<file path="config.mk">
export PLATFORM = sky130hd
export DESIGN_NAME = deque_with_delete_and_dump_unit
export DESIGN_NICKNAME = d
export VERILOG_FILES = /design/src/rtl/core/deq_pkg.sv /design/src/rtl/core/deq_ctrl.sv /design/src/rtl/core/deq_datapath.sv /design/src/rtl/core/deque_with_delete_and_dump_unit.sv
export SDC_FILE = /design/constraint.sdc
export NUM_CORES = 1
export LEC_CHECK = 0
export ABC_AREA = 0
export BUFFER_PORTS_ARGS = -buffer_cell sky130_fd_sc_hd__clkbuf_2
export CORE_ASPECT_RATIO = 1.25
export CORE_MARGIN = 2
export CORE_UTILIZATION = 35
export DETAILED_ROUTE_END_ITERATION = 16
export GPL_TIMING_DRIVEN = 0
export SKIP_LAST_GASP = 1
export SLEW_MARGIN = 15
export SYNTH_ARGS = -nofsm -noshare
export SYNTH_HDL_FRONTEND = slang
export SYNTH_SLANG_ARGS = --single-unit
</file>
<file path="constraint.sdc">
create_clock -name clk -period 15.9 [get_ports clk]
set_clock_uncertainty 0.15 [all_clocks]
set_input_delay 1.59 -clock clk [delete_from_list [all_inputs] [get_ports clk]]
set_output_delay 1.59 -clock clk [all_outputs]
set_load 0.01 [all_outputs]
</file>
<file path="src/rtl/core/deq_pkg.sv">
// Shared types, request and status codes for the double-ended queue unit.
package deq_pkg;

    // Store geometry
    localparam int CAPACITY = 32;
    localparam int IDX_W    = $clog2(CAPACITY);
    localparam int CNT_W    = $clog2(CAPACITY + 1);
    localparam int DATA_W   = 32;

    // Request codes
    typedef enum logic [3:0] {
        REQ_PUSH_FRONT = 4'd0,
        REQ_PUSH_BACK  = 4'd1,
        REQ_POP_FRONT  = 4'd2,
        REQ_POP_BACK   = 4'd3,
        REQ_CLEAR      = 4'd4,
        REQ_DELETE     = 4'd5,
        REQ_DUMP_ALL   = 4'd6,
        REQ_DUMP_FIRST = 4'd7,
        REQ_DUMP_LAST  = 4'd8
    } deq_req_e;

    // Result status codes
    typedef enum logic [1:0] {
        STS_OK        = 2'd0,
        STS_EMPTY     = 2'd1,
        STS_FULL      = 2'd2,
        STS_NOT_FOUND = 2'd3
    } deq_status_e;

    // Request transfer payload
    typedef struct packed {
        logic [3:0]               req_type;
        logic signed [DATA_W-1:0] operand;
    } deq_req_t;

    // Result transfer payload
    typedef struct packed {
        logic signed [DATA_W-1:0] value;
        logic                     has_value;
        logic [1:0]               status;
        logic                     last;
    } deq_rsp_t;

    // Controller to datapath commands
    typedef struct packed {
        logic load;
        logic exec;
        logic srch_init;
        logic dump_init;
        logic idx_inc;
        logic rd_next;
        logic shift_wr;
        logic del_done;
        logic emit_data;
        logic emit_status;
    } deq_cmd_t;

    // Datapath to controller status
    typedef struct packed {
        logic [3:0] req_type;
        logic       dump_empty;
        logic       at_count;
        logic       match;
        logic       shift_end;
        logic       dump_last;
        logic       out_free;
    } deq_sts_t;

endpackage

</file>
<file path="src/rtl/core/deq_ctrl.sv">
// Sequencing state machine for the double-ended queue unit.
module deq_ctrl (
    input  logic              clk,
    input  logic              rst_n,
    input  logic              req_valid,
    output logic              req_stall,
    input  deq_pkg::deq_sts_t sts,
    output deq_pkg::deq_cmd_t cmd
);
    import deq_pkg::*;

    typedef enum logic [2:0] {
        ST_IDLE,
        ST_EXEC,
        ST_FIN,
        ST_DUMP_RD,
        ST_DUMP_OUT,
        ST_SRCH_RD,
        ST_SRCH_CMP,
        ST_SHIFT_RD
    } state_t;

    state_t state_reg;
    state_t state_next;
    logic   shift_wr_phase_reg;
    logic   shift_wr_phase_next;

    // Requests are taken only between commands
    assign req_stall = (state_reg != ST_IDLE);

    // Next state and command decode
    always_comb
    begin
        state_next          = state_reg;
        shift_wr_phase_next = 1'b0;
        cmd                 = '0;
        case (state_reg)
            ST_IDLE:
            begin
                if (req_valid)
                begin
                    cmd.load   = 1'b1;
                    state_next = ST_EXEC;
                end
            end
            ST_EXEC:
            begin
                case (sts.req_type)
                    REQ_DELETE:
                    begin
                        cmd.srch_init = 1'b1;
                        state_next    = ST_SRCH_RD;
                    end
                    REQ_DUMP_ALL, REQ_DUMP_FIRST, REQ_DUMP_LAST:
                    begin
                        cmd.dump_init = 1'b1;
                        state_next    = sts.dump_empty ? ST_FIN : ST_DUMP_RD;
                    end
                    default:
                    begin
                        cmd.exec   = 1'b1;
                        state_next = ST_FIN;
                    end
                endcase
            end
            ST_FIN:
            begin
                if (sts.out_free)
                begin
                    cmd.emit_status = 1'b1;
                    state_next      = ST_IDLE;
                end
            end
            ST_DUMP_RD:
            begin
                state_next = ST_DUMP_OUT;
            end
            ST_DUMP_OUT:
            begin
                if (sts.out_free)
                begin
                    cmd.emit_data = 1'b1;
                    if (sts.dump_last)
                    begin
                        state_next = ST_IDLE;
                    end
                    else
                    begin
                        cmd.idx_inc = 1'b1;
                        state_next  = ST_DUMP_RD;
                    end
                end
            end
            ST_SRCH_RD:
            begin
                state_next = sts.at_count ? ST_FIN : ST_SRCH_CMP;
            end
            ST_SRCH_CMP:
            begin
                if (sts.match)
                begin
                    state_next = ST_SHIFT_RD;
                end
                else
                begin
                    cmd.idx_inc = 1'b1;
                    state_next  = ST_SRCH_RD;
                end
            end
            ST_SHIFT_RD:
            begin
                // Alternate: fetch the next entry, then write it one place down
                if (shift_wr_phase_reg)
                begin
                    cmd.shift_wr = 1'b1;
                    cmd.idx_inc  = 1'b1;
                end
                else if (sts.shift_end)
                begin
                    cmd.del_done = 1'b1;
                    state_next   = ST_FIN;
                end
                else
                begin
                    cmd.rd_next         = 1'b1;
                    shift_wr_phase_next = 1'b1;
                end
            end
            default:
            begin
                state_next = ST_IDLE;
            end
        endcase
    end

    // State register
    always_ff @(posedge clk or negedge rst_n)
    begin
        if (!rst_n)
        begin
            state_reg          <= ST_IDLE;
            shift_wr_phase_reg <= 1'b0;
        end
        else
        begin
            state_reg          <= state_next;
            shift_wr_phase_reg <= shift_wr_phase_next;
        end
    end

endmodule

</file>
<file path="src/rtl/core/deq_datapath.sv">
// Circular store, pointers, scan index and result register of the deque unit.
module deq_datapath (
    input  logic              clk,
    input  logic              rst_n,
    input  deq_pkg::deq_req_t req_data,
    input  deq_pkg::deq_cmd_t cmd,
    output deq_pkg::deq_sts_t sts,
    output logic              rsp_valid,
    input  logic              rsp_stall,
    output deq_pkg::deq_rsp_t rsp_data
);
    import deq_pkg::*;

    // Front position plus logical offset, wrapped around the store
    function automatic logic [IDX_W-1:0] phys(input logic [IDX_W-1:0] base,
                                              input logic [CNT_W-1:0] off);
        logic [CNT_W:0] sum;
        sum = (CNT_W + 1)'(base) + (CNT_W + 1)'(off);
        if (sum >= (CNT_W + 1)'(CAPACITY))
        begin
            sum = sum - (CNT_W + 1)'(CAPACITY);
        end
        return sum[IDX_W-1:0];
    endfunction

    logic [DATA_W-1:0] mem [CAPACITY];

    logic [CNT_W-1:0]         count_reg;
    logic [CNT_W-1:0]         count_next;
    logic [IDX_W-1:0]         head_reg;
    logic [IDX_W-1:0]         head_next;
    logic [3:0]               req_reg;
    logic signed [DATA_W-1:0] op_reg;
    logic [CNT_W-1:0]         idx_reg;
    logic [CNT_W-1:0]         idx_next;
    logic [CNT_W-1:0]         end_reg;
    logic [CNT_W-1:0]         end_next;
    logic [1:0]               status_reg;
    logic [1:0]               status_next;
    logic [DATA_W-1:0]        rd_data_reg;
    logic                     rsp_valid_reg;
    logic                     rsp_valid_next;
    deq_rsp_t                 rsp_reg;
    deq_rsp_t                 rsp_next;

    logic                     wr_en;
    logic [IDX_W-1:0]         wr_addr;
    logic [DATA_W-1:0]        wr_data;
    logic [IDX_W-1:0]         rd_addr;
    logic [IDX_W-1:0]         head_dec;
    logic                     full;
    logic                     empty;
    logic [CNT_W-1:0]         clamp_k;
    logic [CNT_W-1:0]         dump_lo;
    logic [CNT_W-1:0]         dump_hi;
    logic [CNT_W:0]           idx_plus1;
    logic                     out_free;

    assign full      = (count_reg == CNT_W'(CAPACITY));
    assign empty     = (count_reg == '0);
    assign head_dec  = (head_reg == '0) ? IDX_W'(CAPACITY - 1) : head_reg - IDX_W'(1);
    assign idx_plus1 = (CNT_W + 1)'(idx_reg) + (CNT_W + 1)'(1);
    assign out_free  = !rsp_valid_reg || !rsp_stall;

    // Dump count clamped to 0..count
    always_comb
    begin
        if (op_reg[DATA_W-1])
        begin
            clamp_k = '0;
        end
        else if (DATA_W'(op_reg) > DATA_W'(count_reg))
        begin
            clamp_k = count_reg;
        end
        else
        begin
            clamp_k = op_reg[CNT_W-1:0];
        end
    end

    // Dump window [lo, hi)
    always_comb
    begin
        case (req_reg)
            REQ_DUMP_ALL:
            begin
                dump_lo = '0;
                dump_hi = count_reg;
            end
            REQ_DUMP_FIRST:
            begin
                dump_lo = '0;
                dump_hi = clamp_k;
            end
            REQ_DUMP_LAST:
            begin
                dump_lo = count_reg - clamp_k;
                dump_hi = count_reg;
            end
            default:
            begin
                dump_lo = '0;
                dump_hi = '0;
            end
        endcase
    end

    // Status toward the controller
    assign sts.req_type   = req_reg;
    assign sts.dump_empty = (dump_lo >= dump_hi);
    assign sts.at_count   = (idx_reg == count_reg);
    assign sts.match      = (rd_data_reg == DATA_W'(op_reg));
    assign sts.shift_end  = (idx_plus1 == (CNT_W + 1)'(count_reg));
    assign sts.dump_last  = (idx_plus1 == (CNT_W + 1)'(end_reg));
    assign sts.out_free   = out_free;

    // Read address: current entry, or the one after it while shifting
    assign rd_addr = phys(head_reg, cmd.rd_next ? idx_plus1[CNT_W-1:0] : idx_reg);

    // Store updates
    always_comb
    begin
        count_next  = count_reg;
        head_next   = head_reg;
        idx_next    = idx_reg;
        end_next    = end_reg;
        status_next = status_reg;
        wr_en       = 1'b0;
        wr_addr     = phys(head_reg, count_reg);
        wr_data     = DATA_W'(op_reg);

        if (cmd.exec)
        begin
            status_next = STS_OK;
            case (req_reg)
                REQ_PUSH_FRONT:
                begin
                    if (full)
                    begin
                        status_next = STS_FULL;
                    end
                    else
                    begin
                        head_next  = head_dec;
                        wr_en      = 1'b1;
                        wr_addr    = head_dec;
                        count_next = count_reg + CNT_W'(1);
                    end
                end
                REQ_PUSH_BACK:
                begin
                    if (full)
                    begin
                        status_next = STS_FULL;
                    end
                    else
                    begin
                        wr_en      = 1'b1;
                        count_next = count_reg + CNT_W'(1);
                    end
                end
                REQ_POP_FRONT:
                begin
                    if (empty)
                    begin
                        status_next = STS_EMPTY;
                    end
                    else
                    begin
                        head_next  = phys(head_reg, CNT_W'(1));
                        count_next = count_reg - CNT_W'(1);
                    end
                end
                REQ_POP_BACK:
                begin
                    if (empty)
                    begin
                        status_next = STS_EMPTY;
                    end
                    else
                    begin
                        count_next = count_reg - CNT_W'(1);
                    end
                end
                REQ_CLEAR:
                begin
                    count_next = '0;
                end
                default:
                begin
                    status_next = STS_OK;
                end
            endcase
        end

        if (cmd.srch_init)
        begin
            idx_next    = '0;
            status_next = STS_NOT_FOUND;
        end

        if (cmd.dump_init)
        begin
            idx_next    = dump_lo;
            end_next    = dump_hi;
            status_next = STS_OK;
        end

        if (cmd.idx_inc)
        begin
            idx_next = idx_plus1[CNT_W-1:0];
        end

        // Move the fetched entry one place toward the front
        if (cmd.shift_wr)
        begin
            wr_en   = 1'b1;
            wr_addr = phys(head_reg, idx_reg);
            wr_data = rd_data_reg;
        end

        if (cmd.del_done)
        begin
            count_next  = count_reg - CNT_W'(1);
            status_next = STS_OK;
        end
    end

    // Result register
    always_comb
    begin
        rsp_valid_next = rsp_valid_reg;
        rsp_next       = rsp_reg;
        if (cmd.emit_data)
        begin
            rsp_valid_next     = 1'b1;
            rsp_next.value     = $signed(rd_data_reg);
            rsp_next.has_value = 1'b1;
            rsp_next.status    = STS_OK;
            rsp_next.last      = sts.dump_last;
        end
        else if (cmd.emit_status)
        begin
            rsp_valid_next     = 1'b1;
            rsp_next.value     = '0;
            rsp_next.has_value = 1'b0;
            rsp_next.status    = status_reg;
            rsp_next.last      = 1'b1;
        end
        else if (!rsp_stall)
        begin
            rsp_valid_next = 1'b0;
        end
    end

    assign rsp_valid = rsp_valid_reg;
    assign rsp_data  = rsp_reg;

    // Control registers
    always_ff @(posedge clk or negedge rst_n)
    begin
        if (!rst_n)
        begin
            count_reg     <= '0;
            head_reg      <= '0;
            rsp_valid_reg <= 1'b0;
        end
        else
        begin
            count_reg     <= count_next;
            head_reg      <= head_next;
            rsp_valid_reg <= rsp_valid_next;
        end
    end

    // Payload registers
    always_ff @(posedge clk)
    begin
        if (cmd.load)
        begin
            req_reg <= req_data.req_type;
            op_reg  <= req_data.operand;
        end
        idx_reg    <= idx_next;
        end_reg    <= end_next;
        status_reg <= status_next;
        rsp_reg    <= rsp_next;
    end

    // Entry store: one write port, one registered read port
    always_ff @(posedge clk)
    begin
        if (wr_en)
        begin
            mem[wr_addr] <= wr_data;
        end
        rd_data_reg <= mem[rd_addr];
    end

`ifndef ASSERT_OFF
    a_emit_needs_slot: assert property (@(posedge clk) disable iff (!rst_n)
        (cmd.emit_data || cmd.emit_status) |-> out_free)
        else $error("result emitted while output register is occupied");

    a_count_bound: assert property (@(posedge clk) disable iff (!rst_n)
        count_reg <= CNT_W'(CAPACITY))
        else $error("entry count exceeds capacity");

    a_shift_in_range: assert property (@(posedge clk) disable iff (!rst_n)
        cmd.shift_wr |-> (idx_plus1 < (CNT_W + 1)'(count_reg)))
        else $error("shift write beyond stored entries");

    a_dump_in_range: assert property (@(posedge clk) disable iff (!rst_n)
        cmd.emit_data |-> ((idx_reg < end_reg) && (end_reg <= count_reg)))
        else $error("dump reads outside stored entries");
`endif

endmodule

</file>
<file path="src/rtl/core/deque_with_delete_and_dump_unit.sv">
// Top level of the bounded double-ended queue with delete and dump requests.
//
// Request channel (req_valid, req_stall, req_data) carries one command code and a
// 32-bit operand; response channel (rsp_valid, rsp_stall, rsp_data) returns results.
// Every request yields at least one result; the final one has last set. Dumps
// return one result per printed entry, front to back, with has_value set.
// Sequencing is paced by the single read port of the entry store, whose
// read data is registered:
//   push, pop, clear: the request is loaded, executed, then its result is
//     registered; the next request is taken once the sequencer is idle again.
//   dump: each entry is read, then emitted; an empty dump behaves like a push.
//   delete: entries are read and compared from the front until a match, then later ones shift down.
// One request is in work at a time; req_stall stays high until its last result
// is in the output register. A stalled result holds the output register, and
// the sequencer waits in place until rsp_stall drops.
// Reset empties the store at once (count and front pointer cleared); no
// clearing pass is needed since only stored positions are ever read.
module deque_with_delete_and_dump_unit (
    input  logic              clk,
    input  logic              rst_n,
    input  logic              req_valid,
    output logic              req_stall,
    input  deq_pkg::deq_req_t req_data,
    output logic              rsp_valid,
    input  logic              rsp_stall,
    output deq_pkg::deq_rsp_t rsp_data
);
    import deq_pkg::*;

    deq_cmd_t cmd;
    deq_sts_t sts;

    // Sequencer
    deq_ctrl u_ctrl (
        .clk       (clk),
        .rst_n     (rst_n),
        .req_valid (req_valid),
        .req_stall (req_stall),
        .sts       (sts),
        .cmd       (cmd)
    );

    // Store and result path
    deq_datapath u_datapath (
        .clk       (clk),
        .rst_n     (rst_n),
        .req_data  (req_data),
        .cmd       (cmd),
        .sts       (sts),
        .rsp_valid (rsp_valid),
        .rsp_stall (rsp_stall),
        .rsp_data  (rsp_data)
    );

endmodule
</file>
== Word level (Yosys, flattened, before mapping) ==
Memories as Yosys holds them, arrays and structs flattened. A register that Yosys moved wholly into a read port is not among the register bits.
Index checks and enable logic that the tools add are counted.

* Output and inout port bits: 38
* RAM bits: 1024
* Memories: 1
* Register bits after elaboration: 102

{| class="wikitable"
|+ Memory list
! memory !! words !! bits a word !! read ports !! clocked after Yosys merged registers in !! write ports !! line !! source
|-
| u_datapath.mem || 32 || 32 || 1 || 1 || 1 || deq_datapath.sv:26 || <nowiki>logic [DATA_W-1:0] mem [CAPACITY];</nowiki>
|}

* Add/sub/neg operators: 13
* Equality and inequality tests: 30
* Reduce and logical (&&, ||, !) cells: 23
* Order comparisons: 6
* Multiplexer cells: 73

{| class="wikitable"
|+ Operators by type and width
! kind !! number
|-
| 2-to-1 mux 36 bit || 2
|-
| 2-to-1 mux 6 bit || 11
|-
| 2-to-1 mux 5 bit || 11
|-
| equality test 32 bit || 1
|-
| > comparator 32 x 6 -> 1 bit || 1
|-
| 2-to-1 mux 32 bit || 1
|-
| 2-to-1 mux 1 bit || 28
|-
| subtractor 5 x 1 -> 5 bit (second input constant) || 5
|-
| 2-to-1 mux 3 bit || 8
|-
| case mux 3 bit (8 select lines) || 1
|-
| adder 5 x 6 -> 7 bit || 3
|-
| greater-or-equal comparator 7 x 6 -> 1 bit (second input constant) || 3
|-
| case mux 6 bit (3 select lines) || 1
|-
| equality test 4 x 3 -> 1 bit (second input constant) || 4
|-
| equality test 7 x 6 -> 1 bit || 2
|-
| equality test 3 bit (second input constant) || 4
|-
| case mux 6 bit (2 select lines) || 1
|-
| 2-to-1 mux 2 bit || 5
|-
| inequality test 2 bit (second input constant) || 5
|-
| case mux 5 bit (2 select lines) || 1
|-
| equality test 4 x 2 -> 1 bit (second input constant) || 2
|-
| AND reduction 4 bit || 2
|-
| nonzero test 2 bit || 4
|-
| OR reduction 2 bit || 4
|-
| other kinds (30) || 35
|}

== Longest topological paths before layout ==
* Depth in word-level cells: 9
* Depth in mapped cells: 23
* Gate-level depth less buffers: 21

== Modules after synthesis ==
From an unflattened synthesis, not the netlist that was laid out.

* Cells, all modules: 2583
* Area, all modules: 46598.4 um2

{| class="wikitable"
|+ Modules (own cells, without submodules)
! module !! times used !! area an instance (um2) !! cells an instance !! sequential area each (um2)
|-
| deq_datapath || 1 || 46150.5 || 2525 || 34222.8
|-
| deq_ctrl || 1 || 447.9 || 58 || 100.1
|}

== Least setup slack after synthesis ==
Ideal clock, no wire load.

* Path kind: reg-to-reg
* Start point: reg u_datapath.count_reg[0]
* End point: mem u_datapath.mem[12][0] (enable)
* Slack: 10.744 ns
* Cell stages (with the launch flop): 11
* Data required time: 15.289 ns
* Setup time: 0.461 ns
* Data arrival time: 4.545 ns
* Buffers on the path: 1
* Cells stage by stage: dfrtp_1 -> ha_1 -> fa_1 -> a21o_1 -> a21oi_1 -> xnor2_1 -> mux2_2 -> o21ai_4 -> xor2_2 -> buf_4 -> nor3_1

* Longest elaborated chain between the ends: 7

{| class="wikitable"
|+ RTL lines
! element !! line !! source
|-
| from (decl) || deq_datapath.sv:28 || <nowiki>logic [CNT_W-1:0] count_reg;</nowiki>
|-
| from (signal assigned) || deq_datapath.sv:271 || <nowiki>count_reg <= count_next;</nowiki>
|-
| adder 5 x 6 -> 7 bit or equality test 6 bit (tied branches) || deq_datapath.sv:18, deq_datapath.sv:59 ||
|-
| greater-or-equal comparator 7 x 6 -> 1 bit, or another cell as far along || deq_datapath.sv:19 || <nowiki>if (sum >= (CNT_W + 1)'(CAPACITY))</nowiki>
|-
| 2-to-1 mux 5 bit or 2-to-1 mux 1 bit (tied branches) || -- ||
|-
| 2-to-1 mux 5 bit or 2-to-1 mux 1 bit (tied branches) || deq_datapath.sv:139, deq_datapath.sv:133 ||
|-
| 2-to-1 mux 5 bit or 2-to-1 mux 1 bit (tied branches) || deq_datapath.sv:136, deq_datapath.sv:216 ||
|-
| 2-to-1 mux 5 bit or 2-to-1 mux 1 bit (tied branches) || deq_datapath.sv:133, deq_datapath.sv:294 ||
|-
| 2-to-1 mux 5 bit or 2-to-1 mux 1 bit (tied branches) || deq_datapath.sv:216, deq_datapath.sv:296 ||
|-
| to (decl) || deq_datapath.sv:26 ||
|}

Several ways; a longest one is shown, not always the timed one.

== Worst setup path in the final report ==
* Start point: reg u_datapath.idx_reg[1]
* End point: reg u_datapath.rd_data_reg[6] (read register of u_datapath.mem)

* Longest elaborated chain between the ends: 9

{| class="wikitable"
|+ RTL lines
! element !! line !! source
|-
| from (decl) || deq_datapath.sv:34 || <nowiki>logic [CNT_W-1:0] idx_reg;</nowiki>
|-
| from (signal assigned) || deq_datapath.sv:285 || <nowiki>idx_reg <= idx_next;</nowiki>
|-
| adder 6 x 1 -> 7 bit || deq_datapath.sv:62 || <nowiki>assign idx_plus1 = (CNT_W + 1)'(idx_reg) + (CNT_W + 1)'(1);</nowiki>
|-
| equality test 7 x 6 -> 1 bit || deq_datapath.sv:114 || <nowiki>assign sts.shift_end = (idx_plus1 == (CNT_W + 1)'(count_reg));</nowiki>
|-
| 2-to-1 mux 1 bit || deq_ctrl.sv:118 || <nowiki>else if (sts.shift_end)</nowiki>
|-
| 2-to-1 mux 1 bit || deq_ctrl.sv:113 || <nowiki>if (shift_wr_phase_reg)</nowiki>
|-
| 2-to-1 mux 3 bit || deq_ctrl.sv:37 || <nowiki>case (state_reg)</nowiki>
|-
| 2-to-1 mux 6 bit (*) || deq_datapath.sv:119 || <nowiki>assign rd_addr = phys(head_reg, cmd.rd_next ? idx_plus1[CNT_W-1:0] : idx_reg);</nowiki>
|-
| adder 5 x 6 -> 7 bit (*) || deq_datapath.sv:18 || <nowiki>sum = (CNT_W + 1)'(base) + (CNT_W + 1)'(off);</nowiki>
|-
| greater-or-equal comparator 7 x 6 -> 1 bit or subtractor 5 x 1 -> 5 bit (tied branches) || deq_datapath.sv:19, deq_datapath.sv:21 ||
|-
| 2-to-1 mux 5 bit (*) || deq_datapath.sv:19 ||
|-
| to (decl) || deq_datapath.sv:40 || <nowiki>logic [DATA_W-1:0] rd_data_reg;</nowiki>
|}

Every way passes the cells marked *; elsewhere a longest branch is shown, timed or not.
A chain may end at the register's enable or synchronous reset.

==> summary.md <==
| Metric | Value |
|---|---|
| Status | `complete, no violations` |
| H-Tree Depth | `3` |
| CP Cell Sequence | `ha_1, nand3_1, xor2_1, a2111oi_2, o21ai_1, nand2_1, xnor2_1, ha_1, inv_1, fa_1, clkbuf_1, clkbuf_1, mux4_2, mux4_2, mux2_1` |
| Most flop-heavy register | `u_datapath.mem` |
| Final min period | `6.71 ns` |
| Max Transition Viols Final | `0` |
| Slowest-stage cell, CP | `clkbuf_1` |
| Drt total wl | `126000 um` |
| Die Y | `between 400 and 500 um` |
| Main flop type after synthesis | `edfxtp_1` |
| Total power draw | `13.2 mW` |
| Leak | `between 15 and 20 nW` |
| CTS Buf Count | `roughly 110` |
| Worst hold path class | `flop to flop` |
| Antenna diodes | `0` |
| Post-CTS sizing | `0` |
| Leading cell type in the layout, fill and taps excluded | `edfxtp_1` |
| GPL Wtd Cong | `between 0.8 and 0.9` |
| Final hold violation count | `0` |
| Drt pass-1 iters | `6` |
| Pwr Density | `about 240 nW/um^2` |
| Leading cell types in the layout, fill and taps excluded | `edfxtp_1 (1105), mux4_2 (320), nand2_1 (127)` |
| Critical Path Source Type | `flop` |
| Max reg flops | `about 1000` |
| Final hold slack | `0.321 ns` |
| GRT Util Overall | `between 10% and 20%` |
| Relative slew slack | `between 10% and 20%` |
| Worst Path Required | `approximately 16 ns` |
| Critical path type | `flop to flop` |
| Hold Buf Count CTS | `0` |
| Vias | `24100` |
| Post-synth EDFFs | `approximately 1100` |
| Mean Syn Cell Area | `around 21 um^2` |
| Maximum vdd ir drop | `roughly 0.19 mV` |
| DR iter-0 viols | `roughly 2900` |
| RSZ-0062 raised after global routing | `false` |
| Final setup violation count | `0` |
| Area Overhead vs Synth | `17.6%` |
| Share of cells above drive strength 1 | `a little under a third` |
| Yosys cell types | `69` |
| CTS max path bufs | `3` |
| Post-synth ARST share | `1.38%` |
| Chip width | `between 300 and 400 um` |
| Initial Util | `around a third` |
| Port Buffers | `77` |
| Drc violations | `0` |
| Die footprint | `approximately 140000 um^2` |
| Critical path fanouts, max | `10` |
| Post-synthesis sequential element count | `between 1000 and 1500` |
| First-pass GRT wire length | `~180000 um` |
| Fmax | `between 100 and 150 MHz` |
| Nets@finish | `2668` |
| Post-Syn Area | `about 46000 um^2` |
| Vias in the first global route | `24600` |
| Max stage delay on crit path | `roughly 0.91 ns` |
| Total setup buffers inserted after CTS | `0` |
| CORE AREA | `approximately 130000 um^2` |
| Root buf cell | `clkbuf_16` |
| Largest net degree at the start of global routing | `33` |
| Post-DP HPWL | `90400 um` |
| Fin crit share | `approximately 42%` |
| Avg Vias per Cell | `roughly 5.4` |
| Worst Setup End Kind | `flop` |
| Clock Latency Late Sink | `between 0.7 and 0.8 ns` |
| DR WL/cell | `between 20 and 30 um` |
| Warnings from Yosys | `0` |
| Row count | `approximately 150` |
| Syn Inst Count | `~2200` |
| Max Cap Violations | `0` |
| Sum of negative setup slack | `0 ns` |
| Ports | `between 70 and 80` |
| Clk sinks | `~1200` |
| Sequential area share after synthesis | `around 74%` |
| Final ANT Viol Nets | `0` |
| Grt ovf | `0` |
| CTS tree | `built` |
| Net Count, Synth | `2308` |
| Clock slew at reported path FFs | `about 0.07 ns` |
| Initial antenna violation count | `2` |
| Least-Margin Pin Slew | `1.20 ns` |
| CP arrival | `slightly above 7 ns` |
==> cell type report <==
cell class / instances / area (um^2)
fill: 11600 / 77200
clock buffer: 158 / 3120
sequential: 1158 / 34300
inverter: 20 / 75.1
buffer: 107 / 448
tap: 1736 / 2170
multi-input combinational: 944 / 11600
timing repair buffer: 244 / 1850
clock inverter: 60 / 751
==> report_power, final <==
group / internal (mW) / switching (mW) / total, mW / leakage [nW]
sequential: 3.66 / 0.167 / 3.83 / 10.5
combinational: 3.05 / 3.59 / 6.64 / 5.36
clock: 1.59 / 1.17 / 2.76 / 1.89
==> synthesized netlist by cell type (5+ instances only) <==
| master | n | share of area [%] |
|---|---|---|
| mux2_2 | 7 | 0.17 |
| dfxtp_1 | 37 | 1.6 |
| mux2i_1 | 9 | 0.19 |
| a211oi_1 | 5 | 0.081 |
| clkbuf_1 | 76 | 0.62 |
| edfxtp_1 | 1105 | 72 |
| a21o_1 | 15 | 0.24 |
| ha_1 | 35 | 0.95 |
| a31oi_1 | 6 | 0.081 |
| inv_1 | 20 | 0.16 |
| nand2_1 | 129 | 1.0 |
| or2_2 | 6 | 0.081 |
| nor2_1 | 37 | 0.30 |
| o22ai_1 | 6 | 0.081 |
| a21oi_1 | 31 | 0.34 |
| buf_1 | 18 | 0.15 |
| mux2_1 | 30 | 0.73 |
| nor3_1 | 46 | 0.50 |
| o21ai_0 | 22 | 0.24 |
| xnor2_1 | 34 | 0.64 |
| a22o_1 | 6 | 0.11 |
| nand4_1 | 6 | 0.081 |
| mux4_2 | 320 | 16 |
| and2_1 | 39 | 0.53 |
| nor2b_1 | 6 | 0.081 |
| xor2_1 | 42 | 0.80 |
| nand3_1 | 14 | 0.15 |
| nand2b_1 | 5 | 0.068 |
| nor3b_1 | 5 | 0.081 |
| buf_2 | 11 | 0.12 |
| nor4_1 | 18 | 0.24 |
| dfrtp_1 | 16 | 0.87 |
| a22oi_1 | 11 | 0.18 |
==> per-layer routing <==
metal  routed length, um  track usage (%)  vias to the layer above
li1                    -                -                     9952
met1               50200             25.0                    12900
met2               62300             30.9                     1084
met3                9380             2.94                      195
met4                3860             6.19                        0
met5                   0                0                        -
==> logic make-up (layout without fill, tap and decap cells) <==
logic type      Yosys count  after routing  synth area share [%]
compound gates          134            134                  1.97
xor+xnor                 78             78                  1.51
fa+ha+maj                39             39                  1.12
buf+inv                 127            589                  1.08
flops                  1158           1158                  74.2
mux                     366            366                  16.7
simple gates            327            327                  3.45
==> path summary, 6_finish.rpt <==
kind / slack [ns] / endpoint / startpoint / cells past startpoint
worst max-delay path: 9.19 / u_datapath.rd_data_reg[6] / u_datapath.idx_reg[1] / 15
worst min-delay path: 0.32 / u_datapath.rsp_data[3] / u_datapath.rsp_data[3] / 1
worst max register to register: 9.19 / u_datapath.rd_data_reg[6] / u_datapath.idx_reg[1] / 15
worst min register to register: 0.32 / u_datapath.rsp_data[3] / u_datapath.rsp_data[3] / 1
max in group asynchronous: 14.48 / u_datapath.rsp_valid / rst_n / 1
min in group asynchronous: 0.69 / u_datapath.count_reg[4] / rst_n / 1
==> stage by stage <==
stage	std cells	instance area, um^2	util, %	worst slack, ns
floorplan	2229	46300	-	10.74
finish	4427	54400	41.3	9.19
global placement	4042	48800	37.1	6.59
global route	4427	54400	41.3	8.97
detailed placement	4208	50500	38.4	9.27
CTS	4426	54400	41.3	9.23
==> worst max-delay path: cells and delay by family, from the launching register on <==
kind / cells / cell delay [ns]
simple gates: 2 / 0.48
compound gates: 2 / 0.65
flops: 1 / 0.61
fa+ha+maj: 3 / 1.25
mux: 3 / 1.31
xor+xnor: 2 / 0.40
buf+inv: 3 / 1.71
(Power assumes the default switching activity.)
